$ cat src/sv/spm_pkg.sv
`timescale 1ns / 1ps
package spm_pkg;

  localparam int MAX_PAT_DEF = 16;

  localparam logic [1:0] OP_PAT = 2'd0;
  localparam logic [1:0] OP_TXT = 2'd1;
  localparam logic [1:0] OP_FIN = 2'd2;

  typedef struct packed {
    logic [1:0] opcode;
    logic [7:0] data_byte;
  } in_item_t;

  typedef struct packed {
    logic found;
    logic pattern_overflow;
  } out_item_t;

  typedef struct packed {
    logic shift_pat;
    logic shift_txt;
    logic clear;
  } cell_ctl_t;

endpackage

$ cat src/sv/spm_cell.sv
`timescale 1ns / 1ps
module spm_cell (
  input  logic               clk,
  input  logic               rst_n,
  input  spm_pkg::cell_ctl_t ctl,
  input  logic [7:0]         pat_in,
  input  logic               pv_in,
  input  logic [7:0]         txt_in,
  input  logic               tv_in,
  output logic [7:0]         pat_out,
  output logic               pv_out,
  output logic [7:0]         txt_out,
  output logic               tv_out,
  output logic               hit
);
  import spm_pkg::*;

  logic [7:0] pat_r, pat_nxt;
  logic [7:0] txt_r, txt_nxt;
  logic       pv_r, pv_nxt;
  logic       tv_r, tv_nxt;

  always_comb begin
    pat_nxt = ctl.shift_pat ? pat_in : pat_r;
    pv_nxt  = ctl.shift_pat ? pv_in  : pv_r;
    txt_nxt = ctl.shift_txt ? txt_in : txt_r;
    tv_nxt  = ctl.shift_txt ? tv_in  : tv_r;
    if (ctl.clear) begin
      pv_nxt = 1'b0;
      tv_nxt = 1'b0;
    end
  end

  always_ff @(posedge clk) begin
    if (!rst_n) begin
      pv_r <= 1'b0;
      tv_r <= 1'b0;
    end else begin
      pv_r <= pv_nxt;
      tv_r <= tv_nxt;
    end
  end

  always_ff @(posedge clk) begin
    pat_r <= pat_nxt;
    txt_r <= txt_nxt;
  end

  // compare against the byte arriving in this cell on the current text item
  assign hit     = !pv_r || (tv_in && (pat_r == txt_in));
  assign pat_out = pat_r;
  assign pv_out  = pv_r;
  assign txt_out = txt_r;
  assign tv_out  = tv_r;

endmodule

$ cat src/sv/substring_presence_matcher.sv
`timescale 1ns / 1ps
// Channel | Direction | Handshake          | Payload
// in_     | input     | in_valid/in_stall  | in_item  (opcode, data_byte)
// out_    | output    | out_valid/out_stall| out_item (found, pattern_overflow)
//
// Pattern and text items shift their row one cell; a full pattern row holds.
// A finish item yields one result in the next cycle from the output register.
// Reset and finish clear all valid bits of the cell row and the sticky flags.
// in_stall is high only while a result is held and out_stall is high.
module substring_presence_matcher #(
  parameter int MAX_PAT = spm_pkg::MAX_PAT_DEF
) (
  input  logic                clk,
  input  logic                rst_n,
  input  logic                in_valid,
  output logic                in_stall,
  input  spm_pkg::in_item_t   in_item,
  output logic                out_valid,
  input  logic                out_stall,
  output spm_pkg::out_item_t  out_item
);
  import spm_pkg::*;

  logic [7:0]   pat_q [MAX_PAT];
  logic [7:0]   txt_q [MAX_PAT];
  logic [MAX_PAT-1:0] pv_q, tv_q, hit;
  logic [7:0]   pat_d [MAX_PAT];
  logic [7:0]   txt_d [MAX_PAT];
  logic [MAX_PAT-1:0] pv_d, tv_d;

  cell_ctl_t ctl;
  logic      in_acc;
  logic      is_pat, is_txt, is_fin;
  logic      match_r, match_nxt;
  logic      ovf_r, ovf_nxt;
  logic      out_valid_r, out_valid_nxt;
  out_item_t out_item_r, out_item_nxt;

  assign in_stall = out_valid_r && out_stall;
  assign in_acc   = in_valid && !in_stall;

  always_comb begin
    is_pat = 1'b0;
    is_txt = 1'b0;
    is_fin = 1'b0;
    case (in_item.opcode)
      OP_PAT:  is_pat = in_acc;
      OP_TXT:  is_txt = in_acc;
      OP_FIN:  is_fin = in_acc;
      default: ;
    endcase
  end

  assign ctl.shift_pat = is_pat && !pv_q[MAX_PAT-1];
  assign ctl.shift_txt = is_txt;
  assign ctl.clear     = is_fin;

  genvar i;
  generate
    for (i = 0; i < MAX_PAT; i++) begin : g_cell
      if (i == 0) begin : g_head
        assign pat_d[i] = in_item.data_byte;
        assign pv_d[i]  = 1'b1;
        assign txt_d[i] = in_item.data_byte;
        assign tv_d[i]  = 1'b1;
      end else begin : g_link
        assign pat_d[i] = pat_q[i-1];
        assign pv_d[i]  = pv_q[i-1];
        assign txt_d[i] = txt_q[i-1];
        assign tv_d[i]  = tv_q[i-1];
      end
      spm_cell u_cell (
        .clk     (clk),
        .rst_n   (rst_n),
        .ctl     (ctl),
        .pat_in  (pat_d[i]),
        .pv_in   (pv_d[i]),
        .txt_in  (txt_d[i]),
        .tv_in   (tv_d[i]),
        .pat_out (pat_q[i]),
        .pv_out  (pv_q[i]),
        .txt_out (txt_q[i]),
        .tv_out  (tv_q[i]),
        .hit     (hit[i])
      );
    end
  endgenerate

  always_comb begin
    match_nxt     = match_r || (is_txt && pv_q[0] && (&hit));
    ovf_nxt       = ovf_r || (is_pat && pv_q[MAX_PAT-1]);
    out_valid_nxt = out_valid_r && out_stall;
    out_item_nxt  = out_item_r;
    if (is_fin) begin
      out_valid_nxt                 = 1'b1;
      out_item_nxt.found            = !pv_q[0] || match_r;
      out_item_nxt.pattern_overflow = ovf_r;
      match_nxt                     = 1'b0;
      ovf_nxt                       = 1'b0;
    end
  end

  always_ff @(posedge clk) begin
    if (!rst_n) begin
      match_r     <= 1'b0;
      ovf_r       <= 1'b0;
      out_valid_r <= 1'b0;
    end else begin
      match_r     <= match_nxt;
      ovf_r       <= ovf_nxt;
      out_valid_r <= out_valid_nxt;
    end
  end

  always_ff @(posedge clk) begin
    out_item_r <= out_item_nxt;
  end

  assign out_valid = out_valid_r;
  assign out_item  = out_item_r;

  a_fin_result: assert property (@(posedge clk) disable iff (!rst_n)
    is_fin |=> out_valid_r)
    else $error("finish item gave no result");

  a_ovf_full: assert property (@(posedge clk) disable iff (!rst_n)
    ovf_r |-> pv_q[MAX_PAT-1])
    else $error("overflow flagged with pattern row not full");

  a_pv_thermo: assert property (@(posedge clk) disable iff (!rst_n)
    pv_q[MAX_PAT-1] |-> pv_q[0])
    else $error("pattern valid bits not contiguous");

  a_match_needs_pat: assert property (@(posedge clk) disable iff (!rst_n)
    match_r |-> pv_q[0])
    else $error("match flagged with empty pattern");

endmodule

$ cat config.mk
export PLATFORM = sky130hd
export DESIGN_NAME = substring_presence_matcher
export DESIGN_NICKNAME = d
export VERILOG_FILES = /design/src/sv/spm_pkg.sv /design/src/sv/spm_cell.sv /design/src/sv/substring_presence_matcher.sv
export SDC_FILE = /design/constraint.sdc
export NUM_CORES = 1
export LEC_CHECK = 0
export BUFFER_PORTS_ARGS = -buffer_cell sky130_fd_sc_hd__clkbuf_2
export CAP_MARGIN = 10
export CORE_ASPECT_RATIO = 0.5
export CORE_MARGIN = 1
export CORE_UTILIZATION = 30
export DETAILED_ROUTE_END_ITERATION = 10
export PLACE_DENSITY_LB_ADDON = 0.2
export SYNTH_ARGS = -nofsm -noshare
export SYNTH_HDL_FRONTEND = slang
export SYNTH_SLANG_ARGS = --single-unit
$ cat constraint.sdc
create_clock -name clk -period 4.8 [get_ports clk]
set_clock_uncertainty 0.2 [all_clocks]
set_input_delay 0.72 -clock clk [delete_from_list [all_inputs] [get_ports clk]]
set_output_delay 0.72 -clock clk [all_outputs]
set_load 0.03 [all_outputs]
# Word-level counts from Yosys, hierarchy flattened
# Index checks and enable logic that the tools add are counted.
dict set report totals {
  out_inout_bits 4
  ff_bits 284
}
dict set report op_classes {
  n_mux 4
  n_eq_ne 18
  bitwise_logic 1
  reduce_logical 60
}
# operator count
set op_table {}
lappend op_table {{equality test 8 bit} 16}
lappend op_table {{logical AND 1 bit} 21}
lappend op_table {{logical OR 1 bit} 19}
lappend op_table {{zero test 1 bit} 17}
lappend op_table {{AND reduction 16 bit} 1}
lappend op_table {{2-to-1 mux 1 bit} 4}
lappend op_table {{equality test 2 x 1 -> 1 bit (second input constant)} 1}
lappend op_table {{equality test 2 bit (second input constant)} 1}
lappend op_table {{zero test 2 bit} 1}
lappend op_table {{OR reduction 2 bit} 1}
lappend op_table {{inverter 1 bit} 1}

# Depth between registers and ports, before layout
dict set report logic_depth {
  word_depth 7
  ltp_mapped 7
  mapped_depth_nobuf 6
}

# Hierarchy
# A second synthesis with hierarchy kept.
dict set report hier_totals {
  hier_cells 587
  area_unflattened_um2 10671.5
}
# module instances area_per_inst_um2 cells_each
set modules_own_cells {}
lappend modules_own_cells {spm_cell 16 651.9 35}
lappend modules_own_cells {substring_presence_matcher 1 241.5 27}

# Worst setup path after synthesis
# No wires, ideal clock.
dict set report synth_timing {
  kind {input-to-reg}
  from {in out_stall}
  to {reg g_cell[0].u_cell.txt_r[0], enable pin}
  n_path_buf 2
  setup_slack_ns 0.418
  stages 5
  arrival_ns 3.709
  path_cell_list {nand2_1 -> nand4b_1 -> buf_6 -> clkbuf_1 -> inv_1}
}
# item line_no
set synth_lines {}
lappend synth_lines {{start, declared} substring_presence_matcher.sv:19} ;# input logic out_stall,
lappend synth_lines {{end signal, assigned} spm_cell.sv:46} ;# txt_r <= txt_nxt;
lappend synth_lines {{end, declared} spm_cell.sv:19} ;# logic [7:0] txt_r, txt_nxt;

# Worst setup path in the final report
dict set report layout_timing {
  from {reg g_cell[12].u_cell.txt_r[7]}
  to {reg match_r}
}
dict set report layout_via {
  elab_chain_cells 6
}
# item line_no
set layout_rtl {}
lappend layout_rtl {{start, declared} spm_cell.sv:19}
lappend layout_rtl {{start signal, assigned} spm_cell.sv:46}
lappend layout_rtl {{equality test 8 bit} spm_cell.sv:50} ;# assign hit = !pv_r || (tv_in && (pat_r == txt_in));
lappend layout_rtl {{logical AND 1 bit} spm_cell.sv:50}
lappend layout_rtl {{logical OR 1 bit} spm_cell.sv:50}
lappend layout_rtl {{AND reduction 16 bit} substring_presence_matcher.sv:90} ;# match_nxt = match_r || (is_txt && pv_q[0] && (&hit));
lappend layout_rtl {{logical AND 1 bit} substring_presence_matcher.sv:90}
lappend layout_rtl {{logical OR 1 bit} substring_presence_matcher.sv:90}
lappend layout_rtl {{end signal, assigned} substring_presence_matcher.sv:109} ;# match_r <= match_nxt;
lappend layout_rtl {{end, declared} substring_presence_matcher.sv:34} ;# logic match_r, match_nxt;
# Every way passes these cells.
# A chain may end at the register's enable or synchronous reset.

==> results.cfg <==
[pwr]
p_sw_w = 0.000965
worst_ir_drop_vdd_mv = 0.182
power.share.switching_pct = 20.1
cellInternalPower_w = 0.00384
total_power_per_unit_cell_area_nw_per_um2 = 410
share_clk_of_total_power_pct = 39.7
power.sequential.fraction_pct = 57.6
pwr-share-comb_pct = 2.7
total_leakage_power_nw = 3.65

[clock_network]
clock_sink_count = 284
cts_inserted_buffers = 27
cts-root-to-sink-buffers = 3
cts_root_buf = sky130_fd_sc_hd__clkbuf_16
cts_htree_levels = 1
cts_tree = done
cts_repair_resize_count = 0
cts.clk_slew.worst_paths_ns = 0.06
cts_hold_buf = 0
clk-insertion-delay-late_ns = 0.53
cts_setup_buffers = 0

[synthesis]
most_repeated_cell_in_the_gate_level_netlist_after_synthesis = sky130_fd_sc_hd__edfxtp_1
synth_enable_flop_cells = 250
syn-num-nets = 580
synth-seq-cells = 284
yosys.area.top_type = sky130_fd_sc_hd__edfxtp_1
synth_cell_types = 20
synth_async_sr_flop_share_pct = 0
yosysTopAreaCellShare_pct = 73.3
yosysWarnings = 0
ys_top_cells_by_area = sky130_fd_sc_hd__edfxtp_1, sky130_fd_sc_hd__xnor2_1, sky130_fd_sc_hd__dfxtp_1, sky130_fd_sc_hd__mux2i_1, sky130_fd_sc_hd__nor2_1
postSynthAreaPerCell_sq_um = 18.1
mappedNetlistArea_sq_um = 10200
synth_top_cells_by_count = sky130_fd_sc_hd__edfxtp_1, sky130_fd_sc_hd__xnor2_1, sky130_fd_sc_hd__dfxtp_1, sky130_fd_sc_hd__nor2_1, sky130_fd_sc_hd__mux2i_1
postSynth.topFlopCell = sky130_fd_sc_hd__edfxtp_1
ys_seq_area_share_pct = 80.0
synthesis.instances = 566

[layout]
layout-area-overhead-vs-synth_pct = 14.6
final_layout_size_suffix_gt1_share_pct = 10.4
fin_nets = 629
final_core_utilization_pct = 35.2
antenna_cells_inserted = 0

[detailed_routing]
drt-total-wl_um = 16100
drt_iter0_drc = 196
antenna_violating_nets_post_route = 0
vias_cell = 4.18
drt_drc_violations_left = 0
wl_per_cell_um = 15.0
via_count = 4482
detail_route.first_pass.iterations = 4

[sta]
timing_max_transition_violations_final = 0
worstMarginPinSlew_ns = 1.03
rsz0062_at_grt = no
finalSetupViolations = 0
worst_slack_ns = 2.26
totalNegativeSetupSlack_ns = 0
timing.final.hold_violations = 0
headroom_to_the_max_slew_limit_pct = 30.8
timing.fmax_mhz = 394
fin_crit_ns = 2.54
layout_worst_path_cycle_share_pct = 52.9

[critical_path]
cp-start-kind = flip-flop
critPathCaptureType = flip-flop
data_required_time_of_the_worst_path_ns = 5.06
path_max_fanout = 2
path_class = reg2reg
cp_data_arrival_time_ns = 2.80

[global_route]
grt_start_max_net_pins = 95
grt_pass1_wl_um = 26000
grt_util_all_layers_pct = 9.55
via_count_of_the_first_global_routing_pass = 4797
grt_antenna_before_repair = 1
globalRoute.totalOverflow = 0

[placement]
port_buffers = 17
global_placer_s_final_weighted_congestion = 0.693
post-dp-hpwl_um = 10600
place_worst_setup_slack_ns = 1.82

[die]
pin_count = 18
core-area_sq_um = 33300
dieArea_sq_um = 34900
die_h_um = 133
initial_standard_cell_utilization_of_the_core_pct = 30.7
floorplan.die.width_um = 263
std_cell_rows = 47

[run]
drv.max_cap_violation_count = 0

[outcome]
run_status = finished, final reports clean

[min_path]
hold_crit_path_type = in2reg
==> critical path: stages, from the launching register on <==
cell	delay [ns]
sky130_fd_sc_hd__edfxtp_1	0.40
sky130_fd_sc_hd__xnor2_1	0.19
sky130_fd_sc_hd__nand3_1	0.15
sky130_fd_sc_hd__o31ai_1	0.72
sky130_fd_sc_hd__nand4_1	0.14
sky130_fd_sc_hd__or4_1	0.55
sky130_fd_sc_hd__a21oi_1	0.14
==> registers in the layout (all words and copies together) (netlist names) <==
signal,count
g_cell.u_cell.pv_out,16
out_item,2
match_r,1
g_cell.u_cell.tv_out,15
ovf_r,1
g_cell.u_cell.pat_out,128
g_cell.u_cell.txt_out,120
out_valid,1
==> final timing paths <==
| check | to | start | slack, ns | depth (start not counted) |
|---|---|---|---|---|
| worst min register to register | out_item[0] | ovf_r | 0.24 | 0 |
| worst max-delay path | match_r | g_cell[12].u_cell.txt_out[7] | 2.26 | 6 |
| worst max register to register | match_r | g_cell[12].u_cell.txt_out[7] | 2.26 | 6 |
| worst min-delay path | g_cell[0].u_cell.pat_out[7] | in_item[7] | 0.21 | 1 |
==> cells by family after synthesis <==
family	share of synthesized area, %
and+or+nand+nor	4.44
muxes	2.64
buffers and inverters	0.550
xor gates and xnor gates	11.0
AOI/OAI and AO/OA	1.43
DFF	80.0
==> cell type report <==
cell class | count | area (sq um)
fill | 3142 | 21600
tap | 441 | 552
clock inverter | 11 | 51.3
multi-input combinational | 271 | 2000
inverter | 5 | 21.3
clock buffer | 35 | 726
sequential | 284 | 8190
timing repair buffer | 26 | 190
==> power by group through the flow <==
stage	registers, W	logic (W)	clock network (W)
2_1_floorplan	0.00282	0.0000844	0
3_3_place_gp	0.00282	0.000134	0
3_5_place_dp	0.00282	0.000134	0
4_1_cts	0.00277	0.000135	0.00199
5_1_grt	0.00277	0.000143	0.00209
6_report	0.00277	0.000129	0.00191
==> metrics by stage <==
step / power (W) / cells / hold WS [ns] / area, sq um
floorplan: 0.00290 / 566 / 0.209 / 10200
global placement: 0.00295 / 1027 / 0.227 / 11000
detailed placement: 0.00296 / 1027 / 0.233 / 11000
CTS: 0.00489 / 1073 / 0.179 / 11700
global route: 0.00501 / 1073 / 0.188 / 11700
finish: 0.00481 / 1073 / 0.208 / 11700
==> layout by cell type (no fill, tap or decap) <==
cell type                   netlist  layout
sky130_fd_sc_hd__nand4_1         20      20
sky130_fd_sc_hd__xnor2_1        127     127
sky130_fd_sc_hd__nor3_1           1       1
sky130_fd_sc_hd__inv_4            0       1
sky130_fd_sc_hd__clkbuf_16        0      27
sky130_fd_sc_hd__dfxtp_1         34      34
sky130_fd_sc_hd__a21oi_1          5       5
sky130_fd_sc_hd__edfxtp_1       250     250
sky130_fd_sc_hd__o31ai_1         14      14
sky130_fd_sc_hd__xor2_1           1       1
sky130_fd_sc_hd__a21boi_0         1       1
sky130_fd_sc_hd__mux2i_1         27      27
sky130_fd_sc_hd__clkinv_1         0       3
sky130_fd_sc_hd__clkbuf_1         4       6
sky130_fd_sc_hd__nand4b_1         1       1
sky130_fd_sc_hd__buf_12           0       3
sky130_fd_sc_hd__nand2_1         20      20
sky130_fd_sc_hd__clkinv_2         0       8
sky130_fd_sc_hd__clkbuf_2         0      17
sky130_fd_sc_hd__nand3_1         16      16
sky130_fd_sc_hd__inv_1            5       4
sky130_fd_sc_hd__clkbuf_8         0       2
sky130_fd_sc_hd__o41ai_1          1       1
sky130_fd_sc_hd__nor4_4           0       1
sky130_fd_sc_hd__nor4_2           2       1
sky130_fd_sc_hd__buf_4            0       6
sky130_fd_sc_hd__nor2_1          34      34
sky130_fd_sc_hd__or4_1            1       1
==> layer usage <==
metal	GRT usage [%]	wire length (um)
met1	12.1	7280
met2	16.4	7920
met3	2.25	469
met4	2.83	432
met5	0	0
(Power assumes the default switching activity.)
